`src/hdl/cse_pkg.sv`:
```
package cse_pkg;

  localparam int unsigned WORD_BITS         = 64;
  localparam int unsigned BYTE_BITS         = 8;
  localparam int unsigned START_BITS        = 6;
  localparam int unsigned LEN_BITS          = 7;
  localparam int unsigned SCALE_BITS        = 32;
  localparam int unsigned HALF_BITS         = 32;
  // raw (64b signed) * scale (32b signed) + offset fits in 97 bits, keep one spare
  localparam int unsigned SUM_BITS          = 98;
  localparam int unsigned PAYLOAD_BYTES_DEF = 8;
  localparam int unsigned MID_DEPTH_DEF     = 4;
  localparam int unsigned OUT_DEPTH_DEF     = 4;

  // Decoded signal waiting between front and back
  typedef struct packed {
    logic signed [WORD_BITS-1:0]  raw;
    logic signed [SCALE_BITS-1:0] scale;
    logic signed [WORD_BITS-1:0]  offset;
    logic signed [WORD_BITS-1:0]  lower;
    logic signed [WORD_BITS-1:0]  upper;
  } cse_item_t;

endpackage

```
`src/hdl/cse_front.sv`:
```
module cse_front #(
  parameter int unsigned PAYLOAD_BYTES = cse_pkg::PAYLOAD_BYTES_DEF
) (
  input  logic [cse_pkg::WORD_BITS-1:0]         frame_payload_i,
  input  logic [cse_pkg::START_BITS-1:0]        field_start_i,
  input  logic [cse_pkg::LEN_BITS-1:0]          field_length_i,
  input  logic                                  is_twos_complement_i,
  input  logic signed [cse_pkg::SCALE_BITS-1:0] scale_q16_i,
  input  logic signed [cse_pkg::WORD_BITS-1:0]  offset_q16_i,
  input  logic signed [cse_pkg::WORD_BITS-1:0]  lower_limit_q16_i,
  input  logic signed [cse_pkg::WORD_BITS-1:0]  upper_limit_q16_i,
  output cse_pkg::cse_item_t                    item_o
);
  import cse_pkg::*;

  localparam int unsigned LimitBits = PAYLOAD_BYTES * BYTE_BITS;

  logic [LEN_BITS-1:0]   len_sat;
  logic [WORD_BITS-1:0]  payload_mask;
  logic [WORD_BITS-1:0]  len_mask;
  logic [WORD_BITS-1:0]  shifted;
  logic [WORD_BITS-1:0]  field;
  logic [START_BITS-1:0] sign_idx;
  logic                  do_ext;

  // Cut the field out of the payload and, for two's complement, sign-extend it
  always_comb begin
    len_sat = (field_length_i > LEN_BITS'(WORD_BITS)) ? LEN_BITS'(WORD_BITS)
                                                      : field_length_i;
    for (int i = 0; i < WORD_BITS; i++) begin
      payload_mask[i] = (i < LimitBits);
      len_mask[i]     = (LEN_BITS'(i) < len_sat);
    end
    shifted  = (frame_payload_i & payload_mask) >> field_start_i;
    field    = shifted & len_mask;
    sign_idx = START_BITS'(len_sat - 1'b1);
    do_ext   = is_twos_complement_i && (len_sat != '0) &&
               (len_sat < LEN_BITS'(WORD_BITS)) && field[sign_idx];
    item_o.raw    = do_ext ? (field | ~len_mask) : field;
    item_o.scale  = scale_q16_i;
    item_o.offset = offset_q16_i;
    item_o.lower  = lower_limit_q16_i;
    item_o.upper  = upper_limit_q16_i;
  end

endmodule

```
`config.mk`:
```
export PLATFORM = sky130hd
export DESIGN_NAME = cse_front
export DESIGN_NICKNAME = d
export VERILOG_FILES = /design/src/hdl/cse_pkg.sv /design/src/hdl/cse_front.sv
export SDC_FILE = /design/constraint.sdc
export NUM_CORES = 1
export LEC_CHECK = 0
export ABC_AREA = 1
export BUFFER_PORTS_ARGS = -buffer_cell sky130_fd_sc_hd__buf_4
export CELL_PAD_IN_SITES_DETAIL_PLACEMENT = 1
export CELL_PAD_IN_SITES_GLOBAL_PLACEMENT = 2
export CORE_AREA = 2 2 227 229
export DETAILED_ROUTE_END_ITERATION = 12
export DIE_AREA = 0 0 229 231
export PLACE_DENSITY = 0.71
export SLEW_MARGIN = 10
export SYNTH_ARGS = -nofsm -noshare
export SYNTH_HDL_FRONTEND = slang
export SYNTH_SLANG_ARGS = --single-unit
```
`constraint.sdc`:
```
create_clock -name vclk -period 6.39
set_input_delay 1.278 -clock vclk [all_inputs]
set_output_delay 1.278 -clock vclk [all_outputs]
set_load 0.02 [all_outputs]
```
==> impl_metrics.env, run 1 <==
export IMPL_postSynthAreaPerCell_um2=5.02
export IMPL_num_rows=83
export IMPL_hp_class="primary input to output pin"
export IMPL_die_h_um=231
export IMPL_critPathKind="primary input to output pin"
export IMPL_layout_common_cells="622 x nand3_1, 414 x nand2_1, 165 x buf_4, 62 x inv_1, 51 x nor2_1"
export IMPL_nClkBuffers=0
export IMPL_setup_tns_ns=0
export IMPL_antenna_found_initial=1
export IMPL_die_area_um2=52900
export IMPL_holdPathStages=0
export IMPL_nNetsFinal=1742
export IMPL_yosysTopAreaCellShare=0.390
export IMPL_tightest_slew_ns=0.853
export IMPL_crit_slowest_cell="nor3_1"
export IMPL_grt_pass1_wl_um=66800
export IMPL_yosys_area_top_type="nand3_1"
export IMPL_drt_iter0_markers=883
export IMPL_cp_arrival_ns=4.61
export IMPL_synth_distinct_cells=32
export IMPL_endpoint_kind="output pin"
export IMPL_routed_top_layer="met4"
export IMPL_fin_crit_ns=5.88
export IMPL_routed_wl_um=46200
export IMPL_route_met2_wl_um=23000
export IMPL_critical_path_top_delay_family="simple AND/OR/NAND/NOR gates"
export IMPL_final_common_cell="nand3_1"
export IMPL_cpMostUsedCell="nand2_1"
export IMPL_core_um2=50700
export IMPL_gp_congestion=0.925
export IMPL_fmax_mhz=170
export IMPL_syn_instance_count=1593
export IMPL_crit_buf_inv=4
export IMPL_path_max_fanout=63
export IMPL_cp_depth=20
export IMPL_grt_usage=0.166
export IMPL_max_slew_margin=0.431
export IMPL_maxCapViolCount=0
export IMPL_grt_pass1_vias=10400
export IMPL_max_vdd_ir_drop_mv=0.0379
export IMPL_post_dp_hpwl_um=38200
export IMPL_vias=10200
export IMPL_cp_start_kind="primary input"
export IMPL_syn_nets=1897
export IMPL_ff_latch_area_um2=0
export IMPL_post_cts_buffers=0
export IMPL_drv_slew=0
export IMPL_drc=0
export IMPL_ys_warnings_count=0
export IMPL_routed_via_density=4.84
export IMPL_setup_viol=0
export IMPL_syn_to_final_growth_pct=-0.329
export IMPL_max_stage_delay_ns=0.54
export IMPL_port_buffers=142
export IMPL_gr_total_overflow=0
export IMPL_status="complete, no violations"
export IMPL_rsz0062_at_grt="false"
export IMPL_synth_area_leaders="nand3_1 39%, buf_4 22%, nand2_1 19%, inv_1 2.9%, nor2_1 2.4%"
export IMPL_path_cells="buf_4, buf_4, nand2_1, nand3_1, nand3_1, nor3_1, nand4_1, nand2_1, nand2_1, nand2_1, nand2_1, nand2_1, nand2_1, nor2_1, nor2_1, a21oi_4, buf_12, nand3_1, nand2_1, buf_4"
export IMPL_fillers=6679
export IMPL_power_uw=865
export IMPL_wl_met3_um=3160
export IMPL_io_pins=590
export IMPL_synth_area_um2=7990
export IMPL_p_per_area_nw_per_um2=109
export IMPL_seq_cell_count=0
export IMPL_cts_resized=0
export IMPL_met1_length_um=17900
export IMPL_grt_max_degree=68
export IMPL_wl_per_cell_um=21.8
export IMPL_power_leakage_nw=3.98
export IMPL_final_layout_size_suffix_gt1_frac=0.131
export IMPL_yosysSeqAreaShare=0
export IMPL_fin_crit_sh=0.921
export IMPL_crit_required_ns=5.11
export IMPL_drt_pass1_iterations=5
export IMPL_ant_nets=0
export IMPL_final_util=0.157
export IMPL_holdBufCountCts=0
export IMPL_start_util=0.158
export IMPL_die_w_um=229
export IMPL_hold_viol=0
-- Yosys cell counts --
| library cell | count |
|---|---|
| xor2_2 | 1 |
| nand3b_1 | 3 |
| a21boi_1 | 1 |
| o21ai_0 | 26 |
| nor3_1 | 1 |
| nand2_1 | 414 |
| o21ai_1 | 2 |
| o211ai_1 | 5 |
| and2_1 | 5 |
| ha_1 | 2 |
| buf_1 | 22 |
| or2_1 | 1 |
| a21oi_1 | 33 |
| o21ai_2 | 1 |
| or3_1 | 1 |
| inv_1 | 62 |
| buf_4 | 230 |
| a21oi_4 | 1 |
| inv_4 | 1 |
| clkinv_1 | 2 |
| buf_6 | 9 |
| xor2_1 | 1 |
| nand2_2 | 4 |
| buf_2 | 35 |
| nor2_2 | 2 |
| nand3_1 | 622 |
| clkbuf_1 | 30 |
| nand4_1 | 16 |
| inv_2 | 7 |
| nand3_2 | 1 |
| o21ai_4 | 1 |
| nor2_1 | 51 |
-- path summary, 6_finish.rpt --
path	startpoint	endpoint	slack, ns
hold / removal	lower_limit_q16_i[37]	item_o[101]	2.56
setup / recovery	field_start_i[0]	item_o[253]	0.51
-- kinds of logic (layout without fill, tap and decap cells) --
| family | after synthesis | in the layout | share of synthesized area |
|---|---|---|---|
| AND/OR/NAND/NOR | 1121 | 1121 | 0.635 |
| AO/OA/AOI/OAI | 70 | 70 | 0.0490 |
| buffers and inverters | 398 | 241 | 0.309 |
| adder cells (fa/ha/maj) | 2 | 2 | 0.00313 |
| XOR/XNOR | 2 | 2 | 0.00313 |
| other | 0 | 1 | 0 |
-- report_power, final --
| part | switching [mW] | internal, mW | total [mW] |
|---|---|---|---|
| Combinational | 0.596 | 0.269 | 0.865 |
| Clock | 0 | 0.0000000209 | 0.0000000209 |
| Sequential | 0 | 0 | 0 |
| Total | 0.596 | 0.269 | 0.865 |
-- layer usage --
metal | up-vias | global-route usage
met4 | 0 | 0.0692
met2 | 398 | 0.299
met1 | 4882 | 0.194
li1 | 4822 | -
met3 | 140 | 0.0268
met5 | - | 0.00184
-- stage by stage --
step | setup WS [ns] | cells | hold WS (ns) | area [µm²]
after detailed placement | 0.585 | 2116 | 2.56 | 7960
after global placement | 0.567 | 2116 | 2.56 | 7960
final | 0.506 | 2117 | 2.56 | 7960
after CTS | 0.572 | 2116 | 2.56 | 7960
after floorplan | 0.883 | 1593 | 2.67 | 7990
after global routing | 0.220 | 2116 | 2.56 | 7960
-- area by class of cell --
type                       instances  area, µm²  area share
inverter                          72        273      0.0342
multi-input combinational       1195       5520       0.693
antenna                            1       2.50    0.000314
timing repair buffer             169       1320       0.166
tap                              680        851       0.107
Power figures use the tool's default switching activity.
==> run 2, diff against run 1 <==
--- a/config.mk
+++ b/config.mk
@@ -7,12 +7,11 @@
 export LEC_CHECK = 0
 export ABC_AREA = 1
 export BUFFER_PORTS_ARGS = -buffer_cell sky130_fd_sc_hd__buf_4
-export CELL_PAD_IN_SITES_DETAIL_PLACEMENT = 1
-export CELL_PAD_IN_SITES_GLOBAL_PLACEMENT = 2
-export CORE_AREA = 2 2 227 229
+export CAP_MARGIN = 10
+export CORE_AREA = 2 2 230 232
 export DETAILED_ROUTE_END_ITERATION = 12
-export DIE_AREA = 0 0 229 231
-export PLACE_DENSITY = 0.71
+export DIE_AREA = 0 0 232 234
+export PLACE_DENSITY = 0.34
 export SLEW_MARGIN = 10
 export SYNTH_ARGS = -nofsm -noshare
 export SYNTH_HDL_FRONTEND = slang
==> constraint.sdc (replaced) <==
create_clock -name vclk -period 5.7
set_input_delay 1.14 -clock vclk [all_inputs]
set_output_delay 1.14 -clock vclk [all_outputs]
set_load 0.02 [all_outputs]
==> run 2 against run 1 <==
Critical endpoint is now item_o[236]. Final area is 2.7% higher. Count of clock-buffer cells in the layout is the same. Total power up 14%.
==> impl_metrics.env, run 2 (synthesized netlist as in run 1, its figures left out) <==
export IMPL_routed_via_density=4.79
export IMPL_die_h_um=234
export IMPL_path_max_fanout=9
export IMPL_drc=0
export IMPL_fin_crit_ns=5.35
export IMPL_final_common_cell="nand3_1"
export IMPL_setup_viol=0
export IMPL_grt_usage=0.160
export IMPL_met1_usage=0.194
export IMPL_placed_cells=2138
export IMPL_fmax_mhz=187
export IMPL_power_leakage_nw=4.09
export IMPL_instances_no_fill=2138
export IMPL_drt_pass1_iterations=5
export IMPL_core_um2=52000
export IMPL_drv_slew=0
export IMPL_die_w_um=232
export IMPL_nClkBuffers=0
export IMPL_drt_iter0_markers=1074
export IMPL_startpoint="field_length_i[3]"
export IMPL_routed_wl_um=45100
export IMPL_port_buffers=142
export IMPL_critPathKind="primary input to output pin"
export IMPL_fillers=6239
export IMPL_cp_arrival_ns=4.21
export IMPL_final_layout_size_suffix_gt1_frac=0.139
export IMPL_rsz0062_at_grt="false"
export IMPL_hold_viol=0
export IMPL_use_met3=0.0261
export IMPL_crit_end="item_o[236]"
export IMPL_crit_required_ns=4.56
export IMPL_io_pins=590
export IMPL_wl_per_cell_um=21.1
export IMPL_ant_nets=0
export IMPL_hold_slack_ns=2.28
export IMPL_holdBufCountCts=0
export IMPL_gp_congestion=0.907
export IMPL_grt_busiest_layer="met2"
export IMPL_syn_to_final_growth_pct=2.36
export IMPL_multi_input_area_um2=5520
export IMPL_ff_latch_area_um2=0
export IMPL_grt_use_met2=0.292
export IMPL_vias=10200
export IMPL_max_slew_margin=0.564
export IMPL_diodes=0
export IMPL_endpoint_kind="output pin"
export IMPL_grt_max_degree=68
export IMPL_grt_pass1_vias=9943
export IMPL_hp_class="primary input to output pin"
export IMPL_die_area_um2=54300
export IMPL_setup_tns_ns=0
export IMPL_layout_common_cells="622 x nand3_1, 414 x nand2_1, 171 x buf_4, 62 x inv_1, 51 x nor2_1"
export IMPL_nNetsFinal=1756
export IMPL_start_util=0.154
export IMPL_gr_total_overflow=0
export IMPL_cp_start_kind="primary input"
export IMPL_post_cts_buffers=0
export IMPL_max_vdd_ir_drop_mv=0.0338
export IMPL_seq_cell_count=0
export IMPL_status="complete, no violations"
export IMPL_num_rows=84
export IMPL_p_per_area_nw_per_um2=121
export IMPL_antenna_found_initial=0
export IMPL_fin_crit_sh=0.939
export IMPL_final_util=0.157
export IMPL_post_dp_hpwl_um=37900
export IMPL_grt_pass1_wl_um=65300
export IMPL_power_uw=989
export IMPL_maxCapViolCount=0
export IMPL_tightest_slew_ns=0.648
run 2: cell types whose count changed in the layout (fill, tap and decap cells not counted), sizes merged:
cell,delta
buf,+14
diode,-1
run 2: timing repair:
item / CTS / global route
hold endpoints to repair: 0 / 0
setup endpoints to repair: 0 / 48
resized for setup: 0 / 1
run 2: metal layers:
metal  wire, µm  up-vias
li1           -     4848
met1      18100     4855
met2      22600      458
met3       3130       83
met4       1140        2
met5         46        -
run 2: critical path: stages:
cell,delay (ns)
buf_4,0.14
nor2_1,0.18
nand3_1,0.12
nand2_2,0.16
nand2_1,0.17
ha_1,0.34
inv_1,0.29
buf_4,0.26
nand3_1,0.09
nand2_1,0.07
nand2_1,0.05
nand3_1,0.07
nand2_1,0.08
nand2_1,0.08
nand3_2,0.28
buf_12,0.27
nand3_1,0.08
nand2_1,0.13
buf_4,0.19
run 2: where the power goes:
part           switching [mW]  internal, mW
combinational           0.666         0.323
clock                       0             0
sequential                  0             0
total                   0.666         0.323
run 2: area by class of cell:
class | instances | area share
tap | 688 | 0.105
timing repair buffer | 183 | 0.186
inverter | 72 | 0.0337
multi-input combinational | 1195 | 0.675
run 2: how the worst min path moves through the flow:
stage                                startpoint          end  slack, ns  cells past startpoint
final                     lower_limit_q16_i[39]  item_o[103]       2.28                      0
after global routing           offset_q16_i[30]  item_o[158]       2.28                      0
after CTS                 lower_limit_q16_i[46]  item_o[110]       2.28                      0
after detailed placement  lower_limit_q16_i[46]  item_o[110]       2.28                      0
after global placement    lower_limit_q16_i[46]  item_o[110]       2.28                      0
after floorplan            upper_limit_q16_i[0]    item_o[0]       2.39                      1
run 2: metrics by stage:
stage | area, µm² | setup WS, ns
CTS | 8180 | 0.241
global route | 8180 | 0.0628
floorplan | 7990 | 0.469
detailed placement | 8180 | 0.252
global placement | 8180 | 0.232
finish | 8180 | 0.347
