[config.mk]
export PLATFORM = sky130hd
export DESIGN_NAME = cse_queue
export DESIGN_NICKNAME = d
export VERILOG_FILES = /design/src/hdl/cse_pkg.sv /design/src/hdl/cse_queue.sv
export SDC_FILE = /design/constraint.sdc
export NUM_CORES = 1
export LEC_CHECK = 0
export BUFFER_PORTS_ARGS = -buffer_cell sky130_fd_sc_hd__buf_4
export CORE_UTILIZATION = 50
export CTS_CLUSTER_DIAMETER = 60
export DETAILED_ROUTE_END_ITERATION = 8
export PLACE_DENSITY = 0.71
export SETUP_SLACK_MARGIN = 0.2
export SLEW_MARGIN = 25
export SYNTH_ARGS = -nofsm -noshare
export SYNTH_HDL_FRONTEND = slang
export SYNTH_SLANG_ARGS = --single-unit
[constraint.sdc]
create_clock -name clk_i -period 5.3 [get_ports clk_i]
set_clock_uncertainty 0.1 [all_clocks]
set_input_delay 0.795 -clock clk_i [delete_from_list [all_inputs] [get_ports clk_i]]
set_output_delay 0.795 -clock clk_i [all_outputs]
set_load 0.01 [all_outputs]
[src/hdl/cse_pkg.sv]
package cse_pkg;

  localparam int unsigned WORD_BITS         = 64;
  localparam int unsigned BYTE_BITS         = 8;
  localparam int unsigned START_BITS        = 6;
  localparam int unsigned LEN_BITS          = 7;
  localparam int unsigned SCALE_BITS        = 32;
  localparam int unsigned HALF_BITS         = 32;
  // raw (64b signed) * scale (32b signed) + offset fits in 97 bits, keep one spare
  localparam int unsigned SUM_BITS          = 98;
  localparam int unsigned PAYLOAD_BYTES_DEF = 8;
  localparam int unsigned MID_DEPTH_DEF     = 4;
  localparam int unsigned OUT_DEPTH_DEF     = 4;

  // Decoded signal waiting between front and back
  typedef struct packed {
    logic signed [WORD_BITS-1:0]  raw;
    logic signed [SCALE_BITS-1:0] scale;
    logic signed [WORD_BITS-1:0]  offset;
    logic signed [WORD_BITS-1:0]  lower;
    logic signed [WORD_BITS-1:0]  upper;
  } cse_item_t;

endpackage

[src/hdl/cse_queue.sv]
module cse_queue #(
  parameter int unsigned WIDTH = cse_pkg::WORD_BITS,
  parameter int unsigned DEPTH = cse_pkg::OUT_DEPTH_DEF,
  localparam int unsigned PtrW = (DEPTH > 1) ? $clog2(DEPTH) : 1,
  localparam int unsigned CntW = $clog2(DEPTH + 1)
) (
  input  logic             clk_i,
  input  logic             rst_ni,
  input  logic             wr_i,
  input  logic [WIDTH-1:0] wdata_i,
  output logic             full_o,
  input  logic             rd_i,
  output logic [WIDTH-1:0] rdata_o,
  output logic             empty_o,
  output logic [CntW-1:0]  count_o
);

  logic [WIDTH-1:0] mem_q [DEPTH];
  logic [PtrW-1:0]  wr_ptr_q, wr_ptr_d;
  logic [PtrW-1:0]  rd_ptr_q, rd_ptr_d;
  logic [CntW-1:0]  count_q, count_d;
  logic             wr_en;
  logic             rd_en;

  assign full_o  = (count_q == CntW'(DEPTH));
  assign empty_o = (count_q == '0);
  assign count_o = count_q;
  assign rdata_o = mem_q[rd_ptr_q];
  assign wr_en   = wr_i && !full_o;
  assign rd_en   = rd_i && !empty_o;

  // Advance pointers with wrap, track fill level
  always_comb begin
    wr_ptr_d = wr_ptr_q;
    rd_ptr_d = rd_ptr_q;
    count_d  = count_q;
    if (wr_en) begin
      wr_ptr_d = (wr_ptr_q == PtrW'(DEPTH - 1)) ? '0 : wr_ptr_q + 1'b1;
    end
    if (rd_en) begin
      rd_ptr_d = (rd_ptr_q == PtrW'(DEPTH - 1)) ? '0 : rd_ptr_q + 1'b1;
    end
    if (wr_en && !rd_en) begin
      count_d = count_q + 1'b1;
    end else if (rd_en && !wr_en) begin
      count_d = count_q - 1'b1;
    end
  end

  always_ff @(posedge clk_i or negedge rst_ni) begin
    if (!rst_ni) begin
      wr_ptr_q <= '0;
      rd_ptr_q <= '0;
      count_q  <= '0;
    end else begin
      wr_ptr_q <= wr_ptr_d;
      rd_ptr_q <= rd_ptr_d;
      count_q  <= count_d;
    end
  end

  // Store the written item
  always_ff @(posedge clk_i) begin
    if (wr_en) begin
      mem_q[wr_ptr_q] <= wdata_i;
    end
  end

`ifndef NO_ASSERTIONS
  property p_count_bound;
    @(posedge clk_i) disable iff (!rst_ni) count_q <= CntW'(DEPTH);
  endproperty
  a_count_bound: assert property (p_count_bound) else $error("queue overfilled");

  property p_count_up;
    @(posedge clk_i) disable iff (!rst_ni)
      (wr_en && !rd_en) |=> (count_q == $past(count_q) + 1'b1);
  endproperty
  a_count_up: assert property (p_count_up) else $error("queue count missed a write");

  property p_count_down;
    @(posedge clk_i) disable iff (!rst_ni)
      (rd_en && !wr_en) |=> (count_q == $past(count_q) - 1'b1);
  endproperty
  a_count_down: assert property (p_count_down) else $error("queue count missed a read");
`endif

endmodule

==> run metrics, run 1 <==
Rel. slew slack=about a third; ANT nets after route=0; Yosys warnings=0; status=complete, no violations; Synth Net Count=446; post-route cell area=between 10000 and 15000 sq um; R2R cell count=3; Diodes inserted=0; core box area=approximately 19000 sq um; fin. max-slew vios=0; Final TNS setup=0 ns; Clock power frac=between 20% and 30%; PwrDens=approximately 560 nW/um^2; vias in the first global route=approximately 4700; share of layout cells above drive strength 1=46.0%; largest net degree at the start of global routing=67; GRT Total Usage=~17%; RSZ-0062 raised after global routing=false; CTS Root Buffer Type=clkbuf_16; Crit. End Element=output port; # IOs=about 140; # clock sinks=between 200 and 300; Post-Synth Simple-Gate Area=0.633%; fin nets=around 600; Sw Pwr=around 0.0018 W; via count=between 4000 and 5000; Gate Count Post-Synth=~370; total gr overflow=0; cell internal pwr=0.00472 W; Max VDD drop=between 0.3 and 0.4 mV; Critical Path AT=about 2.6 ns; Die Wd=141 um; initial core utilization=51.4%; Post-synth EDFFs=approximately 260; die area=between 15000 and 20000 sq um; Remaining DRCs=0; Sw Ratio=28.0%; CTS Buf Count=26; P_leak=between 4 and 5 nW; Area Overhead vs Synth=21.4%; Routed wire per std cell=~20 um; Clock Path Buffers=3; biggest area consumer among synthesized cells=edfxtp_1; Mapped Area=around 9700 sq um; top cells by count, synth=256 x edfxtp_1, 64 x mux4_2, 7 x buf_2, 7 x dfrtp_1, 6 x ha_1; Via-to-Cell Ratio=approximately 5.3; ys flop type=edfxtp_1; #FFs+latches synth=about 260; global-route wire length before repair=about 26000 um; ys async rst share=between 2 and 3%; post-synth top area share=79.4%; Syn Area/Cell=about 26 sq um; Hold Fails Final Rpt=0; Synth Area in Adders=less than 1%; clk slew on worst S/H paths=0.06 ns; Combinational Power Share=around 28%; min Tclk post-route=~3.5 ns; HP Class=primary input to flop; DRT Wirelength=about 16000 um; Compound-Gate Fraction of Synth Area=0.207%; WHS Path Cells=1; top post-synthesis cells by area=edfxtp_1 79%, mux4_2 15%, dfrtp_1 1.8%; PortBufs=136; # fillers=roughly 1300; count leader, synth=edfxtp_1; Setup violations, final=0; post-CTS setup buffers=0; Die Span Y=roughly 140 um; Final Cycle Share=about 66%; DR iter-0 viols=188; initial antenna violation count=0; Total Power=between 0.006 and 0.007 W; htree depth=1; Seq/Total Area, Yosys=81.2%; Max FO, Critical Path=approximately 40; worst skew pair latency=0.51 ns; Placer Congestion=0.706; critical path data required time=about 4.4 ns; placed cell area=10900 sq um; Max Cap Viol=0; max frequency=between 0.2 and 0.3 GHz; crit path kind=flop to output port; CTS tree=yes; CTS resizes=0; largest family of logic cells by synthesized area=multiplexers; post-synth cell types=21; DRT Pass-1 Iters=5; XOR/XNOR Fraction of Synth Area=less than 1%; row count=50; mux contribution to synthesized area=approximately 15%; worst-margin pin slew=0.996 ns; sequential power share=between 40% and 50%; crit start category=flop; placed wire-length estimate=9280 um
per-layer routing:
layer,routed length [um],vias up,global-route usage [%]
li1,-,1899,-
met4,191,0,4.12
met3,1010,20,3.87
met2,8360,126,28.6
met1,6830,2252,23.1
met5,0,-,0
registers in the layout (all words and copies together), names as in the netlist:
name      flops
rd_ptr_q      2
count_o       3
mem_q       256
wr_ptr_q      2
area by class of cell:
cell class              count  area (sq um)  share of cell area [%]
well taps                 260           325                    2.77
clock buffers              34           702                    5.97
repair buffers            140          1070                    9.13
flip-flops and latches    263          7870                    66.9
multi-input cells          90          1710                    14.5
inverters                   3          11.3                  0.0958
clock inverters            14          67.6                   0.575
power groups by stage:
stage	clock network (W)	logic, W	registers, W
finish	0.00165	0.00184	0.00305
global route	0.00178	0.00197	0.00312
CTS	0.00169	0.00188	0.00307
detailed placement	0	0.00187	0.00312
global placement	0	0.00184	0.00309
floorplan	0	0.00125	0.00289
worst max-delay path, cell delays in order, from the launching register on:
cell	delay, ns
dfrtp_4	0.94
buf_4	0.44
mux4_2	0.56
buf_4	0.16
through the flow:
step / hold slack (ns) / worst slack [ns] / std cells / utilization (%)
after floorplan: 0.399 / 2.17 / 371 / -
after CTS: 0.355 / 1.67 / 803 / 62.3
after global placement: 0.443 / 2.22 / 754 / 58.1
after global routing: 0.355 / 1.55 / 804 / 62.4
final: 0.379 / 1.78 / 804 / 62.4
after detailed placement: 0.467 / 2.22 / 754 / 58.1
cell families (layout without fill, tap and decap cells):
| group | after synthesis | count (layout) |
|---|---|---|
| adder cells (fa/ha/maj) | 7 | 7 |
| buffers and inverters | 18 | 191 |
| flip-flops | 263 | 263 |
| AND/OR/NAND/NOR | 10 | 10 |
| AO/OA/AOI/OAI | 2 | 2 |
| multiplexers | 68 | 68 |
| XOR/XNOR | 3 | 3 |
final timing paths:
check	start	to	slack, ns
worst max-delay path	rd_ptr_q[0]	rdata_o[8]	1.78
worst min-delay path	wdata_i[62]	mem_q[1][62]	0.38
worst max register to register	count_o[2]	mem_q[3][37]	2.74
worst min register to register	wr_ptr_q[1]	wr_ptr_q[1]	0.48
max in group asynchronous	rst_ni	rd_ptr_q[1]	4.43
min in group asynchronous	rst_ni	count_o[2]	0.53
what timing repair did:
action	CTS	global route
endpoints found under the hold margin	7	0
hold buffers	1	0
setup endpoints to repair	0	0
cell usage in the layout, fill, tap and decap left out, types with 3 or more instances in the layout:
cell type  count
mux4_2        64
buf_4        138
clkinv_1       6
and2_4         4
clkbuf_1       7
ha_1           6
inv_1          3
dfrtp_1        5
edfxtp_1     256
clkbuf_16     27
clkinv_2       6
(Power assumes the default switching activity.)
==> run 2, diff against run 1 <==
Settings changed: ABC_AREA set to 1, PLACE_DENSITY 0.71 to 0.7.
Clock period 5.3 ns to 3.7 ns, I/O delays scaled along.
==> run 2 against run 1 <==
  * Worst hold slack lost 0.25 ns
  * Critical endpoint is now rdata_o[38]
  * Register-to-register slack worse by 1.4 ns
  * Largest cell class unchanged
  * Total power increased by 56%
  * Largest power group unchanged
  * Utilization decreased by 1.8 points
  * Sequential cell count unchanged
  * Clock power grew 55%
==> run metrics, run 2 <==
status=complete, no violations (unchanged); placed cell area=11900 sq um (was 10900 sq um); share of layout cells above drive strength 1=20.3% (was 46.0%); Crit path largest cell delay=1.00 ns (was 0.94 ns); Total Power=0.0102 W (was 0.00655 W); GRT Total Usage=17.7% (was 17.1%); die area=22000 sq um (was 19900 sq um); ys flop type=edfxtp_1 (unchanged); Remaining DRCs=0 (unchanged); largest net degree at the start of global routing=86 (was 67); WP depth=5 (was 3); fin nets=1017 (was 599); Routed wire per std cell=15.6 um (was 20.4 um); Final Cycle Share=approximately 83%; via count=6174 (was 4297); buffers and inverters on the worst path=2 (unchanged); P_leak=5.08 nW (was 4.02 nW); Critical Path AT=2.43 ns (was 2.63 ns); RSZ-0062 raised after global routing=false (unchanged); Setup violations, final=0 (unchanged); Max VDD drop=0.640 mV (was 0.381 mV); CTS Buf Count=27 (was 26); Worst R2R Start=count_o[0] (was count_o[2]); final worst setup slack=0.614 ns (was 1.78 ns); Sw Ratio=33.1% (was 28.0%); Die Span Y=148 um (was 141 um); Gate Count Post-Synth=807 (was 371); placed wire-length estimate=10800 um (was 9280 um); worst path cell trace=buf_4 -> nand2_1 -> o211ai_1 -> nand2_1 -> buf_4 (was buf_4 -> mux4_2 -> buf_4); Slowest cell on crit path=dfrtp_4 (unchanged); ys async rst share=2.66% (unchanged); PwrDens=799 nW/um^2 (was 557 nW/um^2); CTS resizes=0 (unchanged); Post-synth EDFFs=256 (unchanged); worst skew pair latency=0.51 ns (about the same); crit start category=flop (unchanged); Max FO, Critical Path=85 (was 41); most common cell after layout, fill and taps aside=edfxtp_1 (unchanged); largest reg by FF count=mem_q (unchanged); vias in the first global route=5810 (was 4670); PortBufs=136 (unchanged); Seq/Total Area, Yosys=73.5% (was 81.2%); Clock Path Buffers=3 (unchanged); Combinational Power Share=33.9% (was 28.2%); Reg-to-Reg End=mem_q[1][37] (was mem_q[3][37]); core box area=21000 sq um (was 18800 sq um); Die Wd=148 um (was 141 um); Post-Layout Cell Count=1237 (was 804); biggest area consumer among synthesized cells=edfxtp_1 (unchanged); cell internal pwr=0.00681 W (was 0.00472 W); # clock sinks=263 (unchanged); initial core utilization=50.9% (was 51.4%); Sw Pwr=0.00338 W (was 0.00183 W); Diodes inserted=0 (unchanged); Setup crit start=rd_ptr_q[0] (unchanged); post-synth top area share=71.8% (was 79.4%); row count=53 (was 50); total gr overflow=0 (unchanged); worst-margin pin slew=0.876 ns (was 0.996 ns); most frequent cells in the layout=256 x edfxtp_1, 207 x nand2_1, 143 x inv_1, 140 x buf_4, 127 x o211ai_1 (was 256 x edfxtp_1, 138 x buf_4, 64 x mux4_2, 27 x clkbuf_16, 7 x clkbuf_1); Place WS=1.20 ns (was 2.22 ns); hold_buf cts=1 (unchanged); fin. max-slew vios=0 (unchanged); Mapped Area=10700 sq um (was 9680 sq um); R2R cell count=5 (was 3); Rel. slew slack=41.6% (was 33.6%); min Tclk post-route=between 3 and 4 ns; Syn Area/Cell=13.3 sq um (was 26.1 sq um); DRT Wirelength=19400 um (was 16400 um); clk slew on worst S/H paths=0.06 ns (about the same); # IOs=137 (unchanged); HP Class=primary input to flop (unchanged); Synth Net Count=882 (was 446); Crit. End Element=output port (unchanged); crit path kind=flop to output port (unchanged); CTS Root Buffer Type=clkbuf_16 (unchanged); #FFs+latches synth=263 (unchanged); Clock power frac=25.1% (was 25.2%); Hold Fails Final Rpt=0 (unchanged); Placer Congestion=0.701 (was 0.706); reg2reg setup slack=1.34 ns (was 2.74 ns); ANT nets after route=0 (unchanged); post-route cell area=12700 sq um (was 11800 sq um); Yosys warnings=0 (unchanged); # fillers=1588 (was 1297); post-CTS setup buffers=0 (unchanged); initial antenna violation count=0 (unchanged); post-synth cell types=18 (was 21); htree depth=1 (unchanged); top post-synthesis cells by area=edfxtp_1 72%, o211ai_1 8.9%, nand2_1 7.3% (was edfxtp_1 79%, mux4_2 15%, dfrtp_1 1.8%); max FFs per register=256 (unchanged); critical path data required time=3.04 ns (was 4.41 ns); max frequency=0.324 GHz; Area Overhead vs Synth=19.1% (was 21.4%); Placed Cells=1187 (was 754); Via-to-Cell Ratio=4.99 (was 5.34); DR iter-0 viols=308 (was 188); count leader, synth=edfxtp_1 (unchanged); Critical Path End=rdata_o[38] (was rdata_o[8]); Crit path max-delay family=flip-flops (unchanged); Max Cap Viol=0 (unchanged); sequential power share=41.1% (was 46.6%); top cells by count, synth=256 x edfxtp_1, 207 x nand2_1, 143 x inv_1 (was 256 x edfxtp_1, 64 x mux4_2, 7 x buf_2, 7 x dfrtp_1, 6 x ha_1); Final TNS setup=0 ns (unchanged); DRT Pass-1 Iters=4 (was 5); global-route wire length before repair=30000 um (was 25600 um); CTS tree=yes (unchanged)
## run 2: cell families after synthesis
group           synth area share [%]
xor+xnor                      0.0818
simple gates                    7.86
flops                           73.5
fa+ha+maj                      0.888
buf+inv                         8.64
compound gates                  9.07
## run 2: layer usage
metal | vias to the layer above | global-route usage (%) | wire length, um
met5 | - | 0 | 0
met2 | 128 | 31.7 | 9840
li1 | 3067 | - | -
met1 | 2956 | 22.4 | 8260
met3 | 23 | 2.94 | 961
met4 | 0 | 4.69 | 292
## run 2: layout make-up
cell class                 instances  area, sq um  share of cell area [%]
clock buffer                      29          683                    5.36
clock inverter                    20          160                    1.26
inverter                         144          541                    4.24
multi-input combinational        358         1950                    15.3
sequential                       263         7870                    61.7
tap                              275          344                    2.70
timing repair buffer             148         1200                    9.43
## run 2: worst register-to-register path: cells and delay by family, from the launching register on
kind                   cells  cell delay [ns]
AND/OR/NAND/NOR            3             1.02
buffers and inverters      2             0.47
flip-flops                 1             0.43
## run 2: worst min-delay path by stage
stage | start | endpoint | slack, ns | cells after the start
global placement | rst_ni | count_o[2] | 0.27 | 1
floorplan | rst_ni | count_o[0] | 0.16 | 0
CTS | wdata_i[24] | mem_q[3][24] | 0.11 | 1
detailed placement | rst_ni | count_o[2] | 0.27 | 1
finish | wdata_i[20] | mem_q[0][20] | 0.13 | 1
global route | wdata_i[25] | mem_q[1][25] | 0.11 | 1
## run 2: through the flow
step                utilization (%)  hold WS, ns
detailed placement             56.6        0.274
global placement               56.6        0.274
finish                         60.6        0.134
global route                   60.6        0.113
floorplan                         -        0.159
CTS                            60.6        0.115
## run 2: power groups by stage
stage / sequential [W] / combinational, W / clock (W)
after detailed placement: 0.00425 / 0.00351 / 0
after global routing: 0.00424 / 0.00383 / 0.00272
after floorplan: 0.00415 / 0.00232 / 0
final: 0.00418 / 0.00345 / 0.00255
after CTS: 0.00419 / 0.00353 / 0.00260
after global placement: 0.00423 / 0.00346 / 0
